<file path="src/rtl/core/qdds_pkg.sv">
`timescale 1ns / 1ps
// Shared types, codes and constants for the quad DDS waveform generator.
// No dependencies; every other file in rtl/core uses it by scoped names.
package qdds_pkg;

  // Parameter defaults
  localparam int TABLE_DEPTH_DEF  = 256;
  localparam int NUM_CHANNELS_DEF = 4;

  // Fixed field widths
  localparam int OP_W    = 2;
  localparam int TSEL_W  = 2;
  localparam int IDX_W   = 8;
  localparam int SMP_W   = 8;
  localparam int CH_W    = 2;
  localparam int GAIN_W  = 12;
  localparam int PHASE_W = 32;
  localparam int WORD_W  = 16;
  localparam int IDX_RANGE = 256;
  localparam int MAX_CH  = 4;

  // Input opcodes
  localparam logic [OP_W-1:0] OP_TICK     = 2'd0;
  localparam logic [OP_W-1:0] OP_TABLE_WR = 2'd1;
  localparam logic [OP_W-1:0] OP_GAIN_WR  = 2'd2;

  // Table selects
  localparam logic [TSEL_W-1:0] TSEL_TRI  = 2'd0;
  localparam logic [TSEL_W-1:0] TSEL_SINE = 2'd1;
  localparam logic [TSEL_W-1:0] TSEL_ARB  = 2'd2;

  // Wave modes
  localparam logic [2:0] MODE_SQUARE = 3'd0;
  localparam logic [2:0] MODE_TRI    = 3'd1;
  localparam logic [2:0] MODE_SINE   = 3'd2;
  localparam logic [2:0] MODE_SAW    = 3'd3;
  localparam logic [2:0] MODE_ARB    = 3'd4;
  localparam logic [2:0] MODE_PULSE  = 3'd5;

  // Config register indexes
  localparam logic [2:0] REG_WAVE_MODE   = 3'd0;
  localparam logic [2:0] REG_PULSE_WIDTH = 3'd1;
  localparam logic [2:0] REG_STEP_CH0    = 3'd2;
  localparam logic [2:0] REG_STEP_CH1    = 3'd3;
  localparam logic [2:0] REG_STEP_CH2    = 3'd4;
  localparam logic [2:0] REG_STEP_CH3    = 3'd5;

  // Sample and DAC constants
  localparam logic [SMP_W-1:0]  SQUARE_HIGH  = 8'd100;
  localparam logic [SMP_W-1:0]  ALT_HIGH     = 8'd128;
  localparam logic [IDX_W-1:0]  SQUARE_EDGE  = 8'd128;
  localparam logic [7:0]        PULSE_RESET  = 8'd128;
  localparam logic [WORD_W-1:0] DAC_CMD_A    = 16'h3000;
  localparam logic [WORD_W-1:0] DAC_CMD_B    = 16'hB000;
  localparam int                PHASE_SHIFT  = 24;
  // floor(x/3) == (x*171) >> 9 for any 8-bit x
  localparam logic [8:0]        DIV3_MUL     = 9'd171;
  localparam int                DIV3_SHIFT   = 9;

  // Output buffer
  localparam int OUT_DEPTH = 8;
  localparam int OUT_AW    = 3;
  localparam int OUT_CW    = 4;

  typedef struct packed {
    logic [WORD_W-1:0] spi_word;
    logic              dac_select;
    logic              last;
  } out_word_t;

  // One pipeline slot leaving the sequencer
  typedef struct packed {
    logic               vld;
    logic [OP_W-1:0]    kind;
    logic [CH_W-1:0]    ch;
    logic               last;
    logic [TSEL_W-1:0]  tsel;
    logic [IDX_W-1:0]   entry_index;
    logic [SMP_W-1:0]   entry_value;
  } slot_t;

endpackage

</file>
<file path="src/rtl/core/qdds_out_fifo.sv">
`timescale 1ns / 1ps
// Output word buffer between the sample pipeline and the stream master port.
// Uses qdds_pkg for the word type and depth.
module qdds_out_fifo (
  input  logic                       clk,
  input  logic                       rst,
  input  logic                       push,
  input  qdds_pkg::out_word_t        push_data,
  input  logic                       pop,
  output qdds_pkg::out_word_t        head,
  output logic                       not_empty,
  output logic [qdds_pkg::OUT_CW-1:0] count
);

  qdds_pkg::out_word_t          mem [qdds_pkg::OUT_DEPTH];
  logic [qdds_pkg::OUT_AW-1:0]  wr_ptr;
  logic [qdds_pkg::OUT_AW-1:0]  rd_ptr;

  always_ff @(posedge clk) begin
    if (push) begin
      mem[wr_ptr] <= push_data;
    end
  end

  always_ff @(posedge clk) begin
    if (rst) begin
      wr_ptr <= '0;
      rd_ptr <= '0;
      count  <= '0;
    end else begin
      if (push) begin
        wr_ptr <= wr_ptr + 1'b1;
      end
      if (pop) begin
        rd_ptr <= rd_ptr + 1'b1;
      end
      priority if (push && !pop) begin
        count <= count + 1'b1;
      end else if (pop && !push) begin
        count <= count - 1'b1;
      end
    end
  end

  assign head      = mem[rd_ptr];
  assign not_empty = (count != '0);

endmodule

</file>
<file path="config.mk">
export PLATFORM = sky130hd
export DESIGN_NAME = qdds_out_fifo
export DESIGN_NICKNAME = d
export VERILOG_FILES = /design/src/rtl/core/qdds_pkg.sv /design/src/rtl/core/qdds_out_fifo.sv
export SDC_FILE = /design/constraint.sdc
export NUM_CORES = 1
export LEC_CHECK = 0
export ABC_CLOCK_PERIOD_IN_PS = 2200
export BUFFER_PORTS_ARGS = -buffer_cell sky130_fd_sc_hd__buf_2
export CAP_MARGIN = 20
export CELL_PAD_IN_SITES_DETAIL_PLACEMENT = 1
export CELL_PAD_IN_SITES_GLOBAL_PLACEMENT = 2
export CORE_MARGIN = 1.5
export CORE_UTILIZATION = 44
export CTS_BUF_LIST = sky130_fd_sc_hd__clkbuf_2 sky130_fd_sc_hd__clkbuf_4 sky130_fd_sc_hd__clkbuf_8
export CTS_CLUSTER_SIZE = 28
export DETAILED_ROUTE_END_ITERATION = 6
export MAX_ROUTING_LAYER = met4
export PLACE_DENSITY = 0.82
export SLEW_MARGIN = 30
export SYNTH_ARGS = -nofsm -noshare
export SYNTH_HDL_FRONTEND = slang
export SYNTH_SLANG_ARGS = --single-unit
</file>
<file path="constraint.sdc">
create_clock -name clk -period 2.2 [get_ports clk]
set_clock_uncertainty 0.2 [all_clocks]
set_input_delay 0.33 -clock clk [delete_from_list [all_inputs] [get_ports clk]]
set_output_delay 0.33 -clock clk [all_outputs]
set_load 0.03 [all_outputs]
</file>
Word-level counts from Yosys, hierarchy flattened
Memories as Yosys holds them, arrays and structs flattened. A register that Yosys moved wholly into a read port is not among the register bits.
Index checks and enable logic that the tools add are counted.
{"block": "totals", "register_bits": 10, "mem_bits_rw": 144, "in_bits": 22, "out_inout_bits": 23, "word_cells": 20, "mem_count": 1}
{"block": "op_classes", "n_addsub": 4, "mux": 6, "n_reduce_logical": 6}
{"name": "mem", "words": 8, "width": 18, "rd": 1, "rd_ports_with_merged_regs": 1, "write_ports": 1, "line_no": "qdds_out_fifo.sv:15", "text": "qdds_pkg::out_word_t mem [qdds_pkg::OUT_DEPTH];"}
{"op": "$mux 4", "n": 2}
{"op": "$add 3x1->3 const B", "n": 2}
{"op": "$mux 3", "n": 2}
{"op": "$add 4x1->4 const B", "n": 1}
{"op": "$reduce_bool 4->1", "n": 1}
{"op": "$sub 4x1->4 const B", "n": 1}
{"op": "$logic_and 1x1->1", "n": 2}
{"op": "$logic_not 1->1", "n": 2}
{"op": "$mux 1", "n": 2}
{"op": "$reduce_bool 2->1", "n": 1}

Logic depth before layout (Yosys ltp)
{"block": "logic_depth", "ltp_word": 4, "mapped_depth": 8, "mapped_depth_nobuf": 8}

Worst setup path before layout
OpenSTA, ideal clock, no wires.
{"block": "synth_timing", "path_kind": "register -> register", "startpoint": "register wr_ptr[0] (netlist bit)", "endpoint": "memory mem[0][0] (netlist bit) (enable)", "setup_time_ns": 0.416, "t_arrival_ns": 1.785, "t_required_ns": 1.584, "path_slack_ns": -0.200, "path_stages_with_launch": 3, "period_less_slack_ns": 2.400, "path_cell_list": "dfxtp_1 > nand2b_1 > nor3_1"}
{"element": "start, declared", "line_no": "qdds_out_fifo.sv:16", "text": "logic [qdds_pkg::OUT_AW-1:0] wr_ptr;"}
{"element": "start signal, assigned", "line_no": "qdds_out_fifo.sv:32", "text": "wr_ptr <= wr_ptr + 1'b1;"}
{"element": "end, declared", "line_no": "qdds_out_fifo.sv:15"}
Straight into the memory's write port.

==> impl_metrics.json <==
{
  "final_cell_mix": "edfxtp_1, buf_2, buf_4",
  "vias": 2961,
  "cp_top_family": "multiplexers",
  "synth_seq_area_share_pct": 74.50,
  "place_ws_ns": -0.001757,
  "hpwl_mm": 7.452,
  "multi_input_area_mm2": 0.001458,
  "die_area_mm2": 0.01470,
  "worstHoldStart": "push",
  "dr.pass1.iters": 4,
  "power_mw": 6.223,
  "cts_tree": "done",
  "initial_core_util_pct": 44.68,
  "finalCritPeriodShare_pct": 117.3,
  "synth_area_mm2": 0.006153,
  "cp.required_ns": 1.67,
  "setup_slack_ns": -0.3815,
  "syn_nets": 304,
  "hold_viol": 0,
  "cp-start-kind": "flip-flop",
  "ys_ff_latch": 157,
  "grt_antenna_before_repair": 1,
  "path_class": "flip-flop to primary output",
  "maxCapViolCount": 0,
  "worstPathCellList": "buf_6, mux4_1, mux2_2, buf_2",
  "cp-end-kind": "primary output",
  "numPortBuffers": 44,
  "totalWireLength_mm": 11.80,
  "post_cts_buffers": 0,
  "outcome": "complete, but fails checks",
  "yosys_warnings": 0,
  "clock.fmax_ghz": 0.3874,
  "h-tree-depth": 4,
  "min_delay_path_depth": 4,
  "clock_path_buffers": 2,
  "via_per_inst": 5.241,
  "grt_max_degree": 23,
  "ant_nets": 0,
  "drt-initial-drc-count": 168,
  "arrival_ns": 2.05,
  "reg2regPathDepth": 5,
  "hp-class": "input pin to flip-flop",
  "period_needed_ns": 2.582,
  "final_net_count": 399,
  "netlist_instances": 276,
  "slew_viol_final": 0,
  "relSlewSlack_pct": 79.83,
  "crit_cells": 4,
  "synth.distinct_cells": 25,
  "die_h_um": 121.3,
  "worstMarginPinSlew_ns": 0.3022,
  "rsz0062_at_grt": "yes",
  "place.gp.congestion": 0.7003,
  "overflow": 0,
  "grt_pass1_wl_mm": 17.91,
  "drive_above_1_share_pct": 34.64,
  "core-area_mm2": 0.01377,
  "grt_pass1_vias": 3118,
  "syn_to_final_growth_pct": 19.66,
  "rows": 43,
  "clk-insertion-delay-late_ns": 0.44,
  "violations": "setup timing",
  "leakage_nw": 2.532,
  "syn_area_per_cell_um2": 22.29,
  "fill_cells": 1290,
  "path_clk_slew_ns": 0.07,
  "slowest_stage": "mux4_1",
  "r2r_start": "count[2]",
  "crit_path_max_incr_delay_ns": 0.56,
  "path_max_fanout": 6,
  "grt_usage_pct": 17.70,
  "post-route-drc-count": 0,
  "cts_root_buf": "clkbuf_8",
  "setup_violations": 18,
  "post_drt_wl_per_cell_um": 20.88,
  "layout_commonest_cell": "edfxtp_1",
  "clock_sinks": 157,
  "die_w_um": 121.3,
  "cts_made_buffers": 17,
  "crit_buf_inv": 2,
  "ff_latch_area_mm2": 0.004588,
  "power_density_mw_per_mm2": 845.1,
  "irDropWorstVdd_uv": 501.9,
  "io_pins": 45
}
-- cell usage after synthesis --
cell      count  area, um^2
buf_1         2       7.510
a31oi_1       1       6.260
buf_6         4       45.04
fa_1          1       20.02
nor3_1        2       10.01
inv_1         2       7.510
clkbuf_1      2       7.510
buf_2         2       10.01
nand2_1       4       15.01
mux2i_1       3       30.03
nand3_1       1       5.000
mux4_1       36       945.9
nor2b_1       1       6.260
dfxtp_1      13       260.3
edfxtp_1    144        4324
a21oi_1       3       15.01
xor2_1        3       26.28
clkbuf_2      2       10.01
a211oi_1      1       7.510
ha_1          5       62.56
xnor2_1       2       17.52
nand2b_1      4       25.02
mux2_2       19       214.0
or4_1         1       7.510
nor2_1       18       67.56
-- power by group --
part | total [mW] | internal (mW) | switching, mW
Combinational | 0.778 | 0.362 | 0.417
Clock | 2.07 | 1.07 | 1.00
Sequential | 3.38 | 3.33 | 0.0444
-- metal layers --
metal / track usage, % / part of all wire (%) / up-vias
li1: - / - / 1339
met1: 22.03 / 43 / 1541
met2: 27.95 / 52 / 66
met3: 4.041 / 3.8 / 15
met4: 8.088 / 1.4 / 0
met5: - / 0 / -
-- registers in the layout (all words and copies together), names as in the netlist, named ones only --
signal and cells:
count 4, mem 144, rd_ptr 3, wr_ptr 3
-- final timing paths --
path	end	slack (ns)
worst min register to register	wr_ptr[0]	0.32
worst max register to register	count[3]	0.43
worst max-delay path	head[6]	-0.38
worst min-delay path	wr_ptr[1]	0.1
-- what timing repair did --
action                                 CTS  global route
gates resized for setup                 25             7
hold buffers                            19             0
pin swaps                                0             0
setup endpoints to repair               18            18
endpoints found under the hold margin  146             0
-- cell families after synthesis --
logic type | count (synthesis) | synth area share [%]
fa+ha+maj | 6 | 1.342
flops | 157 | 74.50
compound gates | 5 | 0.4677
mux | 58 | 19.34
xor+xnor | 5 | 0.7118
simple gates | 31 | 2.216
buf+inv | 14 | 1.423
-- cell type report --
| cell class | count | area share (%) |
|---|---|---|
| Antenna cell | 1 | 0.03398 |
| Clock buffer | 22 | 3.687 |
| Clock inverter | 10 | 1.563 |
| Inverter | 2 | 0.1020 |
| Multi-Input combinational cell | 105 | 19.80 |
| Timing Repair Buffer | 88 | 9.448 |
| Tap cell | 180 | 3.059 |
| Sequential cell | 157 | 62.31 |
-- tightest hold or removal path, stage by stage --
cell and delay [ns]:
buf_2 0.10, buf_4 0.13, mux2i_1 0.07, nor2_1 0.07
-- per-stage QoR --
| step | util, % | hold slack, ns | instances | setup TNS [ns] | cell area (um^2) |
|---|---|---|---|---|---|
| 2_1_floorplan | - | 0.2289 | 276 | 0 | 6163 |
| 3_3_place_gp | 49.14 | 0.2851 | 513 | 0 | 6768 |
| 3_5_place_dp | 49.14 | 0.3138 | 513 | -0.001757 | 6768 |
| 4_1_cts | 53.52 | 0.07601 | 564 | -6.709 | 7372 |
| 5_1_grt | 53.46 | 0.1092 | 565 | -6.994 | 7363 |
| 6_report | 53.46 | 0.09530 | 565 | -5.985 | 7363 |
Power figures use the tool's default switching activity.
