**config.mk**
```make
export PLATFORM = sky130hd
export DESIGN_NAME = qdds_state_mem
export DESIGN_NICKNAME = d
export VERILOG_FILES = /design/src/rtl/core/qdds_pkg.sv /design/src/rtl/core/qdds_state_mem.sv
export SDC_FILE = /design/constraint.sdc
export NUM_CORES = 1
export LEC_CHECK = 0
export BUFFER_PORTS_ARGS = -buffer_cell sky130_fd_sc_hd__buf_2
export CAP_MARGIN = 40
export CORE_MARGIN = 3
export CORE_UTILIZATION = 57
export DETAILED_ROUTE_END_ITERATION = 6
export PLACE_DENSITY = 0.84
export REMOVE_ABC_BUFFERS = 1
export SETUP_SLACK_MARGIN = 0.5
export SLEW_MARGIN = 5
export SYNTH_ARGS = -nofsm -noshare
export SYNTH_HDL_FRONTEND = slang
export SYNTH_SLANG_ARGS = --single-unit
```
**constraint.sdc**
```tcl
create_clock -name clk -period 9 [get_ports clk]
set_clock_uncertainty 0.05 [all_clocks]
set_input_delay 0 -clock clk [delete_from_list [all_inputs] [get_ports clk]]
set_output_delay 0 -clock clk [all_outputs]
set_load 0.01 [all_outputs]
```
**src/rtl/core/qdds_pkg.sv**
```systemverilog
`timescale 1ns / 1ps
// Shared types, codes and constants for the quad DDS waveform generator.
// No dependencies; every other file in rtl/core uses it by scoped names.
package qdds_pkg;

  // Parameter defaults
  localparam int TABLE_DEPTH_DEF  = 256;
  localparam int NUM_CHANNELS_DEF = 4;

  // Fixed field widths
  localparam int OP_W    = 2;
  localparam int TSEL_W  = 2;
  localparam int IDX_W   = 8;
  localparam int SMP_W   = 8;
  localparam int CH_W    = 2;
  localparam int GAIN_W  = 12;
  localparam int PHASE_W = 32;
  localparam int WORD_W  = 16;
  localparam int IDX_RANGE = 256;
  localparam int MAX_CH  = 4;

  // Input opcodes
  localparam logic [OP_W-1:0] OP_TICK     = 2'd0;
  localparam logic [OP_W-1:0] OP_TABLE_WR = 2'd1;
  localparam logic [OP_W-1:0] OP_GAIN_WR  = 2'd2;

  // Table selects
  localparam logic [TSEL_W-1:0] TSEL_TRI  = 2'd0;
  localparam logic [TSEL_W-1:0] TSEL_SINE = 2'd1;
  localparam logic [TSEL_W-1:0] TSEL_ARB  = 2'd2;

  // Wave modes
  localparam logic [2:0] MODE_SQUARE = 3'd0;
  localparam logic [2:0] MODE_TRI    = 3'd1;
  localparam logic [2:0] MODE_SINE   = 3'd2;
  localparam logic [2:0] MODE_SAW    = 3'd3;
  localparam logic [2:0] MODE_ARB    = 3'd4;
  localparam logic [2:0] MODE_PULSE  = 3'd5;

  // Config register indexes
  localparam logic [2:0] REG_WAVE_MODE   = 3'd0;
  localparam logic [2:0] REG_PULSE_WIDTH = 3'd1;
  localparam logic [2:0] REG_STEP_CH0    = 3'd2;
  localparam logic [2:0] REG_STEP_CH1    = 3'd3;
  localparam logic [2:0] REG_STEP_CH2    = 3'd4;
  localparam logic [2:0] REG_STEP_CH3    = 3'd5;

  // Sample and DAC constants
  localparam logic [SMP_W-1:0]  SQUARE_HIGH  = 8'd100;
  localparam logic [SMP_W-1:0]  ALT_HIGH     = 8'd128;
  localparam logic [IDX_W-1:0]  SQUARE_EDGE  = 8'd128;
  localparam logic [7:0]        PULSE_RESET  = 8'd128;
  localparam logic [WORD_W-1:0] DAC_CMD_A    = 16'h3000;
  localparam logic [WORD_W-1:0] DAC_CMD_B    = 16'hB000;
  localparam int                PHASE_SHIFT  = 24;
  // floor(x/3) == (x*171) >> 9 for any 8-bit x
  localparam logic [8:0]        DIV3_MUL     = 9'd171;
  localparam int                DIV3_SHIFT   = 9;

  // Output buffer
  localparam int OUT_DEPTH = 8;
  localparam int OUT_AW    = 3;
  localparam int OUT_CW    = 4;

  typedef struct packed {
    logic [WORD_W-1:0] spi_word;
    logic              dac_select;
    logic              last;
  } out_word_t;

  // One pipeline slot leaving the sequencer
  typedef struct packed {
    logic               vld;
    logic [OP_W-1:0]    kind;
    logic [CH_W-1:0]    ch;
    logic               last;
    logic [TSEL_W-1:0]  tsel;
    logic [IDX_W-1:0]   entry_index;
    logic [SMP_W-1:0]   entry_value;
  } slot_t;

endpackage

```
**src/rtl/core/qdds_state_mem.sv**
```systemverilog
`timescale 1ns / 1ps
// Small per-channel state memory: one write and one registered read port,
// zero after reset via per-entry valid bits, same-cycle write forwarding. Uses qdds_pkg.
module qdds_state_mem #(
  parameter int WIDTH = qdds_pkg::PHASE_W,
  parameter int DEPTH = qdds_pkg::NUM_CHANNELS_DEF
) (
  input  logic                      clk,
  input  logic                      rst,
  input  logic [qdds_pkg::CH_W-1:0] rd_addr,
  output logic [WIDTH-1:0]          rd_data,
  input  logic                      wr_en,
  input  logic [qdds_pkg::CH_W-1:0] wr_addr,
  input  logic [WIDTH-1:0]          wr_data
);

  localparam int AW = (DEPTH > 1) ? $clog2(DEPTH) : 1;

  logic [WIDTH-1:0] mem [DEPTH];
  logic [DEPTH-1:0] vld;
  logic [WIDTH-1:0] mem_q;
  logic             vld_q;
  logic             fwd;
  logic [WIDTH-1:0] fwd_data;
  logic [AW-1:0]    ra;
  logic [AW-1:0]    wa;

  assign ra = rd_addr[AW-1:0];
  assign wa = wr_addr[AW-1:0];

  always_ff @(posedge clk) begin
    if (wr_en) begin
      mem[wa] <= wr_data;
    end
    mem_q    <= mem[ra];
    fwd_data <= wr_data;
  end

  always_ff @(posedge clk) begin
    if (rst) begin
      vld   <= '0;
      vld_q <= 1'b0;
      fwd   <= 1'b0;
    end else begin
      if (wr_en) begin
        vld[wa] <= 1'b1;
      end
      vld_q <= vld[ra];
      // read and write of one entry in the same cycle: take the new value
      fwd   <= wr_en && (wa == ra);
    end
  end

  assign rd_data = fwd ? fwd_data : (vld_q ? mem_q : '0);

endmodule

```
## Word level (Yosys, flattened, before mapping)

Memory sizes are Yosys's and may differ from the RTL's. A register that Yosys moved wholly into a read port is not among the register bits.
Index checks and enable logic that the tools add are counted.
Widths: inputs -> output; s select.

| word-level totals | value |
|---|---|
| word-level logic and storage cells | 20 |
| memories | 1 |
| memory bits (writable) | 128 |
| register bits after elaboration | 38 |
| input bits | 39 |

| cells by class | value |
|---|---|
| reductions and logical operators | 2 |
| magnitude comparators | 3 |
| equal/unequal tests | 1 |
| mux-type cells | 8 |
| bitwise logic cells | 1 |

Memories:

| memory | depth | bits a word | read ports | clocked after memory_dff | write ports | line | RTL |
|---|---|---|---|---|---|---|---|
| mem | 4 | 32 | 1 | 1 | 1 | qdds_state_mem.sv:19 | `logic [WIDTH-1:0] mem [DEPTH];` |

Operators by type and width:

| cell | count |
|---|---|
| $mux 32 | 2 |
| $lt 2x3->1 const B | 2 |
| $mux 1 | 4 |
| $or 4x4->4 | 1 |
| $bmux 1 s2 | 1 |
| $demux 1 s2 | 1 |
| $eq 2x2->1 | 1 |
| $ge 2x1->1 const B | 1 |
| $logic_and 1x1->1 | 2 |

## Logic depth before layout (Yosys ltp)

| depth | value |
|---|---|
| depth after elaboration | 5 |
| depth in mapped cells | 4 |

## Worst setup path after synthesis

No wires, ideal clock.

| timing | value |
|---|---|
| path type | input to register |
| start | in wr_addr[0] (netlist bit) |
| end | mem mem[0][0] (netlist bit), enable pin |
| path slack | 6.022 ns |
| cell stages on the path | 1 |
| setup time | 0.471 ns |
| buffers on the path | 0 |
| data arrival time | 2.457 ns |
| data required time | 8.479 ns |
| path through | nor3b_1 |

RTL lines:

| element | line | RTL |
|---|---|---|
| from (decl) | qdds_state_mem.sv:13 | `input logic [qdds_pkg::CH_W-1:0] wr_addr,` |
| to (decl) | qdds_state_mem.sv:19 |  |

No word-level cell before the write port.

## Worst setup path in the final report

| timing | value |
|---|---|
| start | reg fwd |
| end | out rd_data[28] |

| between the ends | value |
|---|---|
| longest elaborated chain between the ends | 1 |

Ends and longest elaborated chain:

| element | line | RTL |
|---|---|---|
| from (decl) | qdds_state_mem.sv:23 | `logic fwd;` |
| from (signal assigned) | qdds_state_mem.sv:50 | `fwd <= wr_en && (wa == ra);` |
| $mux 32 | qdds_state_mem.sv:54 | `assign rd_data = fwd ? fwd_data : (vld_q ? mem_q : '0);` |
| to (decl) | qdds_state_mem.sv:11 | `output logic [WIDTH-1:0] rd_data,` |

Every way passes these cells.

==> out/metrics.csv <==
metric;value;unit
status;finished clean;
Crit. Startpoint;fwd;
actual slew at the worst max-slew pin;0.847;ns
DRC;0;
kind of critical path;reg2out;
antenna violations before repair;0;
Largest delay share family, worst path;simple AND/OR/NAND/NOR gates;
commonest cells in the synthesized netlist;edfxtp_1 (128), dfxtp_1 (70), a22o_1 (31);
layout cells sized above 1;33.4;%
number of enable-type register cells in the synthesized netlist;128;
Via Count;3181;
H-tree depth;4;
count leader, synth;edfxtp_1;
FF-to-FF path depth;3;
crit path cell chain;buf_4 -> nor2b_4 -> a22o_1 -> buf_2;
gr usage total;19.4;%
Final Hold Vio Count;0;
CP Depth;4;
post-route ant nets;0;
Fmax;0.453;GHz
Final #Nets;454;
Leak;2.94;nW
DR iter-0 viols;178;
R2R Path Start;vld[3];
die width;113;um
placed inst area;7030;sq um
total routed wirelength;11600;um
#FFs+latches synth;198;
pin count of the biggest net entering global routing;35;
CTS tree;built;
top_reg_cell synth;edfxtp_1;
final setup vio count;0;
RSZ-0062 raised after global routing;false;
dominant cells by area after synthesis;edfxtp_1 (59%), dfxtp_1 (22%), mux4_2 (10%);
Final Total Pwr;1.81;mW
die height;113;um
WP buf/inv;2;
fin crit share;24.5;%
DPL Wire Length;6190;um
Post-Syn Area per Cell;22.0;sq um
Placer Congestion;0.661;
worst hold path class;in2reg;
worst reg-to-reg setup slack;7.80;ns
Yosys top cell by area;edfxtp_1;
fill cell count;617;
Crit-path slowest cell;nor2b_4;
area occupied by multi-input gates;1160;sq um
setup_tns;0;ns
Die ar.;12800;sq um
clk sink count;198;
Initial Util;59.3;%
gr ovfl total;0;
crit path capture type;output pin;
Worst Setup EP;rd_data[28];
Vias/cell;5.60;
Reg clk slew, reported paths;0.06;ns
CP peak stage delay;0.72;ns
clk buf depth;2;
Max VDD drop;168;uV
I/O pins;71;
Rows;38;
crit path DAT;2.16;ns
Slew Limit Headroom;43.4;%
Crit path required time;8.95;ns
Final Instance Count excl. Fillers;568;
Seq/Total Area, Yosys;80.5;%
post-CTS sizing;0;
CTS root buffer;clkbuf_16;
Mapped Area;6520;sq um
Final min period;2.21;ns
CP Max Fanout;34;
Cells after Synth;296;
vias in the first global route;3319;
Antenna Cells;0;
CP Launch Type;flop;
Num CTS Buffers;17;
async set-reset flop share out of synthesis;0;%
PD cells;228;nW/um^2
postcts setup bufs;0;
MaxCap Viol Count;0;
DP Cell Count;498;
fin area;7950;sq um
area grow syn2layout;22.0;%
Synthesis Warnings;0;
routed length per instance;20.5;um
Yosys top cell area share;59.0;%
drt pass-1 iters;4;
synth unique cells;23;
Slew Viols, Final;0;
global-route wire length before repair;18300;um
RR Endpoint;vld[3];
clk_lat worst skew;0.42;ns
core footprint;11000;sq um
# hold bufs at CTS;38;
register area;5250;sq um
Port Buffers;70;
[stage by stage]
step	setup slack, ns	util [%]	hold WS [ns]
after floorplan	6.02	-	-0.0223
after global routing	6.72	72.4	0.0601
after global placement	7.26	63.4	0.0953
final	6.79	72.4	0.0691
after CTS	6.76	72.4	0.0540
after detailed placement	7.25	64.0	0.102
[power by group]
group	leakage (nW)	switching (mW)	internal, mW
sequential	1.76	0.0152	1.02
combinational	0.911	0.0490	0.0529
clock	0.263	0.309	0.368
total	2.94	0.373	1.44
[cell usage in the layout, fill, tap and decap left out, types with 2 or more instances in the layout]
cell / count
a22o_1: 31
inv_6: 2
inv_1: 2
mux4_2: 30
buf_2: 70
mux4_1: 3
xor2_1: 2
clkbuf_8: 2
clkinv_2: 5
buf_4: 4
nand2_1: 2
clkbuf_1: 2
o21ba_2: 2
clkinvlp_4: 2
dlygate4sd3_1: 38
dfxtp_1: 70
clkbuf_16: 17
edfxtp_1: 128
buf_12: 2
clkinv_4: 2
[cell type report]
cell class | count | area share, %
timing repair buffer | 115 | 10.4
sequential | 198 | 66.0
multi-input combinational | 81 | 14.6
clock inverter | 11 | 0.944
tap | 140 | 2.20
inverter | 2 | 0.0944
clock buffer | 21 | 5.79
[logic make-up (layout without fill, tap and decap cells)]
logic type | Yosys count | in the layout | synth area share, %
AND/OR/NAND/NOR | 10 | 10 | 0.960
multiplexers | 33 | 33 | 11.6
AO/OA/AOI/OAI | 36 | 36 | 4.72
flip-flops | 198 | 198 | 80.5
buffers and inverters | 17 | 149 | 1.98
XOR/XNOR | 2 | 2 | 0.269
[per-layer routing]
layer | vias up | part of all wire [%] | global-route usage (%) | wire length [um]
met2 | 103 | 53 | 32.8 | 6170
met1 | 1626 | 40 | 24.7 | 4670
met4 | 0 | 1.4 | 7.45 | 162
met3 | 15 | 5.5 | 4.55 | 646
met5 | - | 0 | 0 | 0
li1 | 1437 | - | - | -
[state kept, by name, indices dropped and copies added (netlist names)]
| signal | flops |
|---|---|
| mem | 128 |
| fwd_data | 32 |
| mem_q | 32 |
| vld | 4 |
| fwd | 1 |
| vld_q | 1 |
[worst min path at each step]
stage                            from      endpoint  slack, ns  cells after the start
final                      rd_addr[1]      mem_q[0]       0.07                      2
after global routing       rd_addr[1]      mem_q[1]       0.06                      2
after CTS                  rd_addr[1]      mem_q[0]       0.05                      2
after detailed placement  wr_data[28]  fwd_data[28]       0.10                      1
after global placement    wr_data[28]  fwd_data[28]        0.1                      1
after floorplan            wr_data[0]   fwd_data[0]      -0.02                      0
(Power assumes the default switching activity.)
